File: config.mk
export PLATFORM = sky130hd
export DESIGN_NAME = twb_active_store
export DESIGN_NICKNAME = d
export VERILOG_FILES = /design/src/sv/twb_pkg.sv /design/src/sv/twb_active_store.sv
export SDC_FILE = /design/constraint.sdc
export NUM_CORES = 1
export LEC_CHECK = 0
export BUFFER_PORTS_ARGS = -buffer_cell sky130_fd_sc_hd__buf_2
export CAP_MARGIN = 0
export CORE_ASPECT_RATIO = 1.25
export CORE_MARGIN = 2
export CORE_UTILIZATION = 40
export CTS_BUF_LIST = sky130_fd_sc_hd__clkbuf_2
export DETAILED_ROUTE_END_ITERATION = 12
export PLACE_DENSITY = 0.55
export SLEW_MARGIN = 10
export SYNTH_ARGS = -nofsm -noshare
export SYNTH_HDL_FRONTEND = slang
export SYNTH_SLANG_ARGS = --single-unit
export TNS_END_PERCENT = 10
File: constraint.sdc
create_clock -name clk -period 21.1 [get_ports clk]
set_input_delay 3.165 -clock clk [delete_from_list [all_inputs] [get_ports clk]]
set_output_delay 3.165 -clock clk [all_outputs]
set_load 0.02 [all_outputs]
File: src/sv/twb_pkg.sv
package twb_pkg;

  // Size of the trie node table, root included.
  localparam int NODES = 256;
  localparam int IDX_W = $clog2(NODES);
  localparam int CNT_W = IDX_W + 1;

  // Request commands.
  typedef enum logic [1:0] {
    CMD_INSERT = 2'd0,
    CMD_QUERY  = 2'd1,
    CMD_EMPTY  = 2'd2,
    CMD_NONE   = 2'd3
  } cmd_t;

  // Sequencer states.
  typedef enum logic [1:0] {
    S_IDLE,
    S_SCAN,
    S_FINISH
  } state_t;

  // One node table entry.
  typedef struct packed {
    logic             word_end;
    logic [IDX_W-1:0] parent;
    logic [7:0]       sym;
  } node_t;

  // Write controls for the active-set banks.
  typedef struct packed {
    logic             wr_next;
    logic             clr_both;
    logic [IDX_W-1:0] waddr;
    logic             wbit;
  } act_ctl_t;

endpackage

File: src/sv/twb_active_store.sv
module twb_active_store import twb_pkg::*; (
  input  logic             clk,
  input  act_ctl_t         ctl,
  input  logic             cur_bank,
  input  logic [IDX_W-1:0] raddr,
  output logic             rdata
);

  // Two banks: the current active set is read while the next one is written.
  logic bank0 [NODES];
  logic bank1 [NODES];
  logic rd0;
  logic rd1;
  logic sel;

  // Bank 0 is the next set when bank 1 is current; a new node clears both.
  always_ff @(posedge clk) begin
    if (ctl.clr_both || (ctl.wr_next && cur_bank)) begin
      bank0[ctl.waddr] <= ctl.clr_both ? 1'b0 : ctl.wbit;
    end
    rd0 <= bank0[raddr];
  end

  always_ff @(posedge clk) begin
    if (ctl.clr_both || (ctl.wr_next && !cur_bank)) begin
      bank1[ctl.waddr] <= ctl.clr_both ? 1'b0 : ctl.wbit;
    end
    rd1 <= bank1[raddr];
    sel <= cur_bank;
  end

  // Pick the bit of the bank that was current when the read was issued.
  assign rdata = sel ? rd1 : rd0;

endmodule

## Word level (Yosys, flattened, before mapping)

Memories as Yosys holds them, arrays and structs flattened. A register that Yosys moved wholly into a read port is not among the register bits.
Index checks and enable logic that the tools add are counted.

- Multiplexer cells: 6
- Reductions and logical operators: 5

Operators with widths:

| operator | number |
|---|---|
| 1-bit two-way mux | 6 |
| 1-bit logical AND | 2 |
| 1-bit logical OR | 2 |
| 1-bit logical NOT | 1 |

- Flip-flop bits (word level): 1
- Memory bits (writable): 512
- Input port bits: 21
- Output and inout port bits: 1
- Word-level logic and storage cells: 14
- Memories kept: 2

Memory list:

| memory | depth | bits a word | read ports | clocked after memory_dff | wr ports | line | text |
|---|---|---|---|---|---|---|---|
| bank0 | 256 | 1 | 1 | 1 | 1 | twb_active_store.sv:10 | `logic bank0 [NODES];` |
| bank1 | 256 | 1 | 1 | 1 | 1 | twb_active_store.sv:11 | `logic bank1 [NODES];` |

## Longest topological paths before layout

Gate-level depths: netlist of run 1.

- Depth after elaboration: 5
- Gate-level depth with buffers: 11
- Mapped depth without buffers: 6

## Worst setup path before layout of run 1

Ideal clock, no wire load.

- Kind: input-to-reg
- From: input ctl[9] in the netlist's numbering
- To: memory bank0[0], data pin
- Setup time: 2737 ps
- Arrival: 15715 ps
- Required time: 18363 ps
- Path slack: 2649 ps
- Stages on the path: 1
- Path buffers: 0
- Cells stage by stage: nor2b_1

- Cells in the longest elaborated chain, start to end: 1

Ends and longest elaborated chain:

| item | line | text |
|---|---|---|
| start: declaration | twb_active_store.sv:3 | `input act_ctl_t ctl,` |
| 1-bit two-way mux | twb_active_store.sv:19 | `bank0[ctl.waddr] <= ctl.clr_both ? 1'b0 : ctl.wbit;` |
| end: declaration | twb_active_store.sv:10 |  |

No other way between the ends.

==> flow_summary.json, run 1 <==
{
  "fin_skew_ns": 0.0475,
  "synth_mux_area_share_pct": 14.0,
  "p_leak_nw": 7.02,
  "first_pass_grt_wire_length_mm": 87.4,
  "wirelength_mm": 58.5,
  "die_area_mm2": 0.0587,
  "number_of_buffers_inserted_by_hold_repair_at_cts": 0,
  "yosys_reg_bits": 515,
  "avgViaCountPerCell": 5.52,
  "report.final.hold_viol_count": 0,
  "design.core.area_mm2": 0.0561,
  "floorplan.initialDensity_pct": 40.5,
  "first_global_vias": 14100,
  "clkLatencyLatePin_ns": 1.11,
  "antenna_found_initial": 1,
  "drc_errors": 0,
  "post_cts.repair.setup_buffers": 0,
  "setup_viol": 0,
  "post_drt_wl_per_cell_um": 23.5,
  "input_output_buffers": 21,
  "cts_resized": 0,
  "finalHoldWorstSlack_ns": 0.907,
  "irDropWorstVdd_uv": 35.2,
  "final_nets": 1662,
  "syn_inst": 1611,
  "max-cap-violations": 0,
  "synth.lib_cells_used.distinct": 55,
  "max_clock_freq_mhz": 185,
  "wp_data_required_ns": 22.11,
  "powerDensity_mw_per_mm2": 78.3,
  "finalMaxSlewViolations": 0,
  "clock_power_share_pct": 35.3,
  "share_seq_of_total_power_pct": 58.7,
  "io_pins": 22,
  "synth.avg_cell_area_um2": 14.1,
  "result_of_the_run": "complete, no violations",
  "layout_min_cycle_time_ns": 5.42,
  "post-synth-top-count-cell": "sky130_fd_sc_hd__nor2_1",
  "switching_share_pct": 25.0,
  "floorplan.die.height_um": 270,
  "ant_nets": 0,
  "grt_start_max_net_pins": 285,
  "timing.critical_path.to_type": "flop",
  "detail_route.first_pass.iterations": 7,
  "post_dp_hpwl_mm": 30.5,
  "critical_path_class": "primary input to flop",
  "clk_root_buffer_cell": "sky130_fd_sc_hd__clkbuf_2",
  "grt_remaining_overflow": 0,
  "crit-reg2reg-launch": "bank1[209]",
  "synth.net_count": 1632,
  "timing.final.crit_share_pct": 25.7,
  "max_slew_margin_pct": 6.73,
  "setup.worst_path.start": "raddr[3]",
  "path_clk_slew_ns": 0.11,
  "syn2layout_area_growth_pct": 8.02,
  "drc_marker_count_from_the_first_detailed_route_iteration": 1265,
  "mappedNetlistArea_mm2": 0.0227,
  "yosysTopAreaCell": "sky130_fd_sc_hd__edfxtp_1",
  "hold_class": "flop to flop",
  "gp_congestion": 0.754,
  "synthTopCellsByCount": "545 x sky130_fd_sc_hd__nor2_1, 512 x sky130_fd_sc_hd__edfxtp_1, 96 x sky130_fd_sc_hd__clkbuf_1",
  "grtUsageTotal_pct": 20.2,
  "synth_flop_cell": "sky130_fd_sc_hd__edfxtp_1",
  "vias": 13700,
  "synth_async_sr_flop_share_pct": 0,
  "clkSinkCount": 515,
  "yosysTopAreaCellShare_pct": 67.7,
  "die_w_um": 217,
  "internal_portion_of_total_power_mw": 1.44,
  "synth_edf_count": 512,
  "clock_tree.htree_level_count": 3,
  "synth_sequential_area_ratio_pct": 67.9,
  "timing.hold.worst.start": "bank1[77]",
  "power.combinational.fraction_pct": 6.0,
  "total_switching_power_mw": 0.480,
  "yosys.area_share.adder_pct": 0,
  "synth_top_family_by_area": "multiplexers",
  "timing.critical_path.fanout_max": 38,
  "yosys.area_share.simple_pct": 11.9,
  "cts_max_path_buffers": 3,
  "worst_ep_arrival_ns": 6.43,
  "post_synth_xor_area_fraction_pct": 0,
  "grt_setup_unrepaired": "no",
  "ys_top_cells_by_area": "sky130_fd_sc_hd__edfxtp_1 68%, sky130_fd_sc_hd__nor2_1 9.0%, sky130_fd_sc_hd__mux4_2 6.1%, sky130_fd_sc_hd__mux2i_1 4.0%, sky130_fd_sc_hd__mux4_1 3.0%",
  "fp-row-count": 97,
  "drive_above_1_share_pct": 18.9,
  "synth-compound-area-share_pct": 3.05,
  "tightest_slew_ns": 1.40,
  "cts_buffers": 118,
  "setup-tns-final_ns": 0,
  "start_kind": "primary input",
  "clock_tree_from_tritoncts": "built",
  "yosys_warn_count": 0
}
-- power groups by stage --
| stage | Clock [mW] | Sequential, mW | Combinational [mW] |
|---|---|---|---|
| after floorplan | 0 | 1.16 | 0.0762 |
| final | 0.678 | 1.13 | 0.116 |
| after CTS | 0.700 | 1.13 | 0.117 |
| after global routing | 0.746 | 1.13 | 0.124 |
| after detailed placement | 0 | 1.15 | 0.117 |
| after global placement | 0 | 1.15 | 0.116 |
-- through the flow --
step / setup WS, ns / util [%] / cells / total power, mW / instance area, um2
detailed placement: 14.61 / 41.6 / 2263 / 1.27 / 23300
global placement: 14.63 / 41.6 / 2263 / 1.27 / 23300
floorplan: 2.65 / - / 1611 / 1.24 / 22700
CTS: 15.73 / 43.8 / 2486 / 1.94 / 24500
finish: 15.68 / 43.8 / 2488 / 1.92 / 24500
global route: 15.58 / 43.8 / 2487 / 2.00 / 24500
-- layout by cell type (no fill, tap or decap), types with 11 or more instances in the layout --
cell type / instances
sky130_fd_sc_hd__buf_2: 18
sky130_fd_sc_hd__buf_4: 26
sky130_fd_sc_hd__clkbuf_2: 171
sky130_fd_sc_hd__clkinv_1: 38
sky130_fd_sc_hd__edfxtp_1: 512
sky130_fd_sc_hd__mux2_2: 17
sky130_fd_sc_hd__mux2i_1: 90
sky130_fd_sc_hd__mux4_1: 26
sky130_fd_sc_hd__mux4_2: 62
sky130_fd_sc_hd__nand2_1: 38
sky130_fd_sc_hd__nand3_1: 11
sky130_fd_sc_hd__nor2_1: 545
sky130_fd_sc_hd__nor2b_1: 19
sky130_fd_sc_hd__o221ai_1: 13
sky130_fd_sc_hd__o22ai_1: 12
-- layer usage --
layer	part of all wire, %	GRT usage [%]	up-vias
met1	40	24.3	7091
met2	52	36.2	413
met4	3.1	7.71	0
met3	4.7	3.09	123
li1	-	-	6099
met5	0	0	-
-- critical path, cell delays in order --
cell and delay (ns):
sky130_fd_sc_hd__buf_4 0.46, sky130_fd_sc_hd__buf_4 0.60, sky130_fd_sc_hd__nand3b_1 0.67, sky130_fd_sc_hd__o221ai_1 0.42
sky130_fd_sc_hd__a21oi_1 0.07, sky130_fd_sc_hd__a22o_1 0.25, sky130_fd_sc_hd__a2111oi_2 0.49, sky130_fd_sc_hd__and4_1 0.25
-- layout make-up --
| type | count | area [um2] |
|---|---|---|
| Timing Repair Buffer | 47 | 340 |
| Inverter | 3 | 11.3 |
| Tap cell | 742 | 928 |
| Antenna cell | 2 | 5.00 |
| Multi-Input combinational cell | 956 | 6630 |
| Clock buffer | 171 | 856 |
| Fill cell | 5253 | 31500 |
| Sequential cell | 515 | 15400 |
| Clock inverter | 52 | 339 |
-- kinds of logic (layout without fill, tap and decap cells) --
| kind of cell | Yosys count | after routing |
|---|---|---|
| and+or+nand+nor | 669 | 669 |
| DFF | 515 | 515 |
| buffers and inverters | 140 | 273 |
| AOI/OAI and AO/OA | 92 | 92 |
| other | 0 | 2 |
| muxes | 195 | 195 |
-- worst paths after layout --
kind              endpoint  slack (ns)  depth (start not counted)
setup reg to reg       rd1       18.80                          6
hold / removal         rd1        0.91                          4
setup / recovery       rd1       15.68                          8
hold reg to reg        rd1        0.91                          4
-- sequential cells by signal, indices dropped and copies added, names as in the netlist --
| signal | flops |
|---|---|
| rd1 | 1 |
| bank1 | 256 |
| rd0 | 1 |
| sel | 1 |
| bank0 | 256 |
No activity file was read; power rests on OpenSTA's default activity.
==> run 2, diff against run 1 <==
Clock period 21.1 ns to 5.15 ns, I/O delays scaled along.
==> flow_summary.json, run 2 (synthesized netlist as in run 1, its figures left out) <==
{
  "result_of_the_run": "complete, no violations",
  "io_pins": 22,
  "first_pass_grt_wire_length_mm": 87.0,
  "post_drt_wl_per_cell_um": 23.3,
  "grt_setup_unrepaired": "no",
  "critical_path_cell_count": 7,
  "ant_nets": 0,
  "hold_class": "primary input to flop",
  "post_dp_hpwl_mm": 31.5,
  "cpLargestDelayFamily": "simple AND/OR/NAND/NOR gates",
  "design.core.area_mm2": 0.0561,
  "setup.worst_path.start": "cur_bank",
  "critical_path_class": "primary input to flop",
  "timing.critical_path.to_type": "flop",
  "final_core_util_pct": 43.8,
  "gp_congestion": 0.772,
  "syn2layout_area_growth_pct": 8.00,
  "finalHoldWorstSlack_ns": 0.232,
  "die_w_um": 217,
  "cts_buffers": 131,
  "regArea_mm2": 0.0154,
  "clkSinkCount": 515,
  "final_design_instance_area_without_fill_mm2": 0.0245,
  "drc_marker_count_from_the_first_detailed_route_iteration": 1016,
  "floorplan.initialDensity_pct": 40.5,
  "grt_remaining_overflow": 0,
  "cp_cell_sequence": "dlygate4sd3_1 > buf_2 > inv_1 > a21oi_1 > nor3_1 > nand3_1 > nor2_1",
  "antenna_found_initial": 3,
  "vias": 13700,
  "layout.cells.most_common": "sky130_fd_sc_hd__nor2_1",
  "cpPeakStageDelay_ns": 0.83,
  "irDropWorstVdd_uv": 133,
  "max_clock_freq_mhz": 365,
  "report.final.hold_viol_count": 0,
  "fin_skew_ns": 0.0483,
  "avgViaCountPerCell": 5.51,
  "clock_tree_from_tritoncts": "built",
  "setup_viol": 0,
  "post_cts.repair.setup_buffers": 0,
  "fin_total_pwr_mw": 7.83,
  "final_nets": 1679,
  "clkLatencyLatePin_ns": 1.10,
  "nFillCells": 5205,
  "worst_ep_arrival_ns": 3.51,
  "die_area_mm2": 0.0587,
  "place_worst_setup_slack_ns": 1.67,
  "tightest_slew_ns": 1.17,
  "start_kind": "primary input",
  "post_dp_cell_area_mm2": 0.0234,
  "timing.reg2reg.worst_path_depth": 6,
  "clk_root_buffer_cell": "sky130_fd_sc_hd__clkbuf_2",
  "grt_start_max_net_pins": 262,
  "fp-row-count": 97,
  "worst-r2r-setup-slack_ns": 3.05,
  "layout_min_cycle_time_ns": 2.74,
  "wirelength_mm": 57.8,
  "floorplan.die.height_um": 270,
  "grtUsageTotal_pct": 20.1,
  "capture_point_of_the_worst_reg_to_reg_path": "rd1",
  "p_leak_nw": 7.05,
  "biggestRegsByFlops": "bank0 (256), bank1 (256)",
  "clock_tree.htree_level_count": 4,
  "drc_errors": 0,
  "timing.final.crit_share_pct": 53.3,
  "input_output_buffers": 21,
  "timing.critical_path.fanout_max": 16,
  "detail_route.first_pass.iterations": 5,
  "cts_max_path_buffers": 3,
  "wp_data_required_ns": 5.92,
  "max_slew_margin_pct": 22.3,
  "most-common-layout-cells": "545 x sky130_fd_sc_hd__nor2_1, 512 x sky130_fd_sc_hd__edfxtp_1, 179 x sky130_fd_sc_hd__clkbuf_2",
  "multi_input_area_mm2": 0.00663,
  "setup_slack_ns": 2.41,
  "path_clk_slew_ns": 0.11,
  "worst_path_max_delay_cell": "sky130_fd_sc_hd__nor3_1",
  "timing.critical_path.to": "bank1[193]",
  "powerDensity_mw_per_mm2": 319,
  "crit-reg2reg-launch": "bank1[197]",
  "worstPathBufferInverterCount": 3,
  "max-cap-violations": 0,
  "finalMaxSlewViolations": 0,
  "drive_above_1_share_pct": 19.4,
  "first_global_vias": 14300
}
## run 2: cell types whose count changed in the layout (fill, tap and decap cells not counted), moves of 3 or more
cell,before,now
sky130_fd_sc_hd__inv_2,1,7
sky130_fd_sc_hd__clkinv_2,7,3
sky130_fd_sc_hd__clkbuf_2,171,179
sky130_fd_sc_hd__dlygate4sd3_1,0,3
sky130_fd_sc_hd__clkinv_1,38,21
## run 2: layout make-up
cell class / count / share of cell area (%)
multi-input cells: 956 / 27.0
clock inverters: 35 / 0.979
inverters: 3 / 0.0459
flip-flops and latches: 515 / 62.9
well taps: 742 / 3.78
clock buffers: 179 / 3.65
diodes: 2 / 0.0204
repair buffers: 51 / 1.61
## run 2: routing by layer
metal | part of all wire, % | vias up | track usage, %
li1 | - | 6110 | -
met1 | 39 | 7097 | 23.2
met2 | 54 | 369 | 36.5
met3 | 4.1 | 103 | 3.30
met4 | 2.7 | 0 | 8.60
met5 | 0 | - | 0
## run 2: tightest hold or removal path: cells and delay by family
kind / cells / cell delay (ns)
simple gates: 2 / 0.29
buf+inv: 1 / 0.23
## run 2: worst min-delay path by stage
stage	startpoint	end	slack, ns	cells after the start
after global placement	bank1[104]	rd1	0.89	4
after detailed placement	bank1[105]	rd1	0.87	4
after floorplan	cur_bank	sel	0.80	0
after global routing	raddr[6]	rd1	0.16	3
final	raddr[6]	rd1	0.23	3
after CTS	raddr[6]	rd1	0.07	3
## run 2: metrics by stage
step	instances	TNS, ns
floorplan	1611	-387.87
global placement	2264	0
detailed placement	2264	0
CTS	2481	0
global route	2483	0
finish	2483	0
## run 2: power by group
part           switching, mW  internal, mW  total (mW)
sequential           0.00611          4.62        4.62
clock                   1.61          1.13        2.74
combinational          0.332         0.140       0.472
total                   1.95          5.89        7.83
## run 2: what timing repair did
action                    CTS  global route
hold endpoints to repair    2             0
gates resized for setup     0             0
hold buffers                3             0
==> run 3, diff against run 2 <==
Settings changed: PLACE_DENSITY 0.55 to 0.57.
Clock period 5.15 ns to 2.2 ns, I/O delays scaled along.
==> flow_summary.json, run 3 (synthesized netlist as in run 1, its figures left out) <==
{
  "switching_share_pct": 25.2,
  "die_area_mm2": 0.0587,
  "whs_endpoint": "rd1",
  "clkLatencyLatePin_ns": 1.08,
  "nFillCells": 5106,
  "power.combinational.fraction_pct": 7.3,
  "grtUsageTotal_pct": 20.1,
  "setup_viol": 0,
  "cts_max_path_buffers": 3,
  "post_dp_hpwl_mm": 34.8,
  "timing.reg2reg.worst_path_depth": 6,
  "first_global_vias": 14800,
  "vias": 14100,
  "first_pass_grt_wire_length_mm": 88.1,
  "cts_buffers": 121,
  "tightest_slew_ns": 0.789,
  "clock_tree_from_tritoncts": "built",
  "post_drt_wl_per_cell_um": 21.9,
  "floorplan.initialDensity_pct": 40.5,
  "input_output_buffers": 21,
  "path_clk_slew_ns": 0.12,
  "result_of_the_run": "complete, no violations",
  "capture_point_of_the_worst_reg_to_reg_path": "rd1",
  "most-common-layout-cells": "545 x sky130_fd_sc_hd__nor2_1, 512 x sky130_fd_sc_hd__edfxtp_1, 161 x sky130_fd_sc_hd__clkbuf_2",
  "fp-row-count": 97,
  "syn2layout_area_growth_pct": 14.5,
  "report.final.hold_viol_count": 0,
  "clock_tree.htree_level_count": 3,
  "wirelength_mm": 57.8,
  "gp_congestion": 0.797,
  "drc_errors": 0,
  "layout.cells.most_common": "sky130_fd_sc_hd__nor2_1",
  "fin_total_pwr_mw": 18.3,
  "start_kind": "primary input",
  "internal_portion_of_total_power_mw": 13.7,
  "floorplan.die.height_um": 270,
  "design.core.area_mm2": 0.0561,
  "powerDensity_mw_per_mm2": 705,
  "clock_power_share_pct": 33.7,
  "share_seq_of_total_power_pct": 59.0,
  "hold_class": "primary input to flop",
  "fin_skew_ns": 0.0643,
  "clk_root_buffer_cell": "sky130_fd_sc_hd__clkbuf_2",
  "place_worst_setup_slack_ns": -0.339,
  "drc_marker_count_from_the_first_detailed_route_iteration": 1065,
  "finalMaxSlewViolations": 0,
  "max_slew_margin_pct": 47.0,
  "critical_path_class": "primary input to flop",
  "grt_setup_unrepaired": "yes",
  "timing.critical_path.fanout_max": 9,
  "io_pins": 22,
  "clkSinkCount": 515,
  "final_nets": 1823,
  "irDropWorstVdd_uv": 335,
  "crit-reg2reg-launch": "bank1[193]",
  "antenna_found_initial": 2,
  "timing.hold.worst.start": "raddr[2]",
  "wp_data_required_ns": 3.01,
  "total_switching_power_mw": 4.62,
  "avgViaCountPerCell": 5.35,
  "die_w_um": 217,
  "drive_above_1_share_pct": 25.2,
  "grt_start_max_net_pins": 129,
  "grt_remaining_overflow": 0,
  "layout_min_cycle_time_ns": 2.14,
  "setup_slack_ns": 0.0550,
  "timing.final.crit_share_pct": 97.5,
  "timing.critical_path.to_type": "flop",
  "setup.worst_path.start": "ctl[2]",
  "worst-r2r-setup-slack_ns": 0.08,
  "max-cap-violations": 0,
  "ant_nets": 0,
  "detail_route.first_pass.iterations": 5,
  "max_clock_freq_mhz": 466,
  "holdPathStages": 6,
  "biggestRegsByFlops": "bank0 (256), bank1 (256)",
  "worst_ep_arrival_ns": 2.96,
  "p_leak_nw": 7.83
}
run 3: cell count changes in the layout (fill, tap and decap cells not counted), sizes merged:
cell         change
buf            +139
bufinv           -1
clkbuf          -18
clkinv          +22
clkinvlp         +2
dlygate4sd3     +15
inv              -3
run 3: worst max path at each step:
stage / endpoint / cells after the start
2_1_floorplan: bank0[0] / 1
3_3_place_gp: rd0 / 10
3_5_place_dp: rd0 / 10
4_1_cts: rdata / 2
5_1_grt: rdata / 2
6_report: bank1[220] / 8
run 3: power groups by stage:
| stage | Sequential (mW) | Clock [mW] | Combinational (mW) |
|---|---|---|---|
| floorplan | 11.1 | 0 | 0.731 |
| global placement | 11.0 | 0 | 1.30 |
| detailed placement | 11.0 | 0 | 1.31 |
| CTS | 10.8 | 6.39 | 1.35 |
| global route | 10.8 | 6.84 | 1.42 |
| finish | 10.8 | 6.19 | 1.34 |
run 3: final cells by class:
type	instances	area (um2)	share of cell area [%]
antenna	2	5.00	0.0192
clock buffer	161	806	3.10
clock inverter	55	312	1.20
inverter	3	11.3	0.0433
multi-input combinational	956	6630	25.5
sequential	515	15400	59.4
tap	742	928	3.57
timing repair buffer	205	1880	7.22
run 3: per-layer routing:
metal | vias up | GRT usage [%] | wire (um)
li1 | 6408 | - | -
met1 | 7231 | 23.8 | 22900
met2 | 373 | 36.5 | 30700
met3 | 103 | 2.94 | 2400
met4 | 0 | 7.70 | 1760
met5 | - | 0 | 0
run 3: critical path: stages:
cell and delay, ns:
sky130_fd_sc_hd__dlygate4sd3_1 0.53, sky130_fd_sc_hd__buf_2 0.17, sky130_fd_sc_hd__nor2_1 0.34, sky130_fd_sc_hd__nand3_2 0.14, sky130_fd_sc_hd__dlygate4sd3_1 0.58, sky130_fd_sc_hd__buf_4 0.20
sky130_fd_sc_hd__nor2_1 0.10, sky130_fd_sc_hd__dlygate4sd3_1 0.55
run 3: metrics by stage:
stage | cells | cell area (um2) | utilization (%) | hold WS, ns | setup TNS, ns
floorplan | 1611 | 22700 | - | 0.358 | -1671.71
CTS | 2637 | 26000 | 46.4 | 0.0108 | -0.0525
global placement | 2403 | 24700 | 44.0 | 0.460 | -2.48
finish | 2639 | 26000 | 46.4 | 0.118 | 0
detailed placement | 2403 | 24700 | 44.0 | 0.468 | -2.70
global route | 2639 | 26000 | 46.4 | 0.0670 | -0.0730
run 3: what timing repair did:
action,4_1_cts,5_1_grt
endpoints found under the setup margin,2,2
hold buffers,18,0
pin swaps,1,2
cloned,0,0
gates resized for setup,6,5
endpoints found under the hold margin,791,0
buffers inserted,0,0
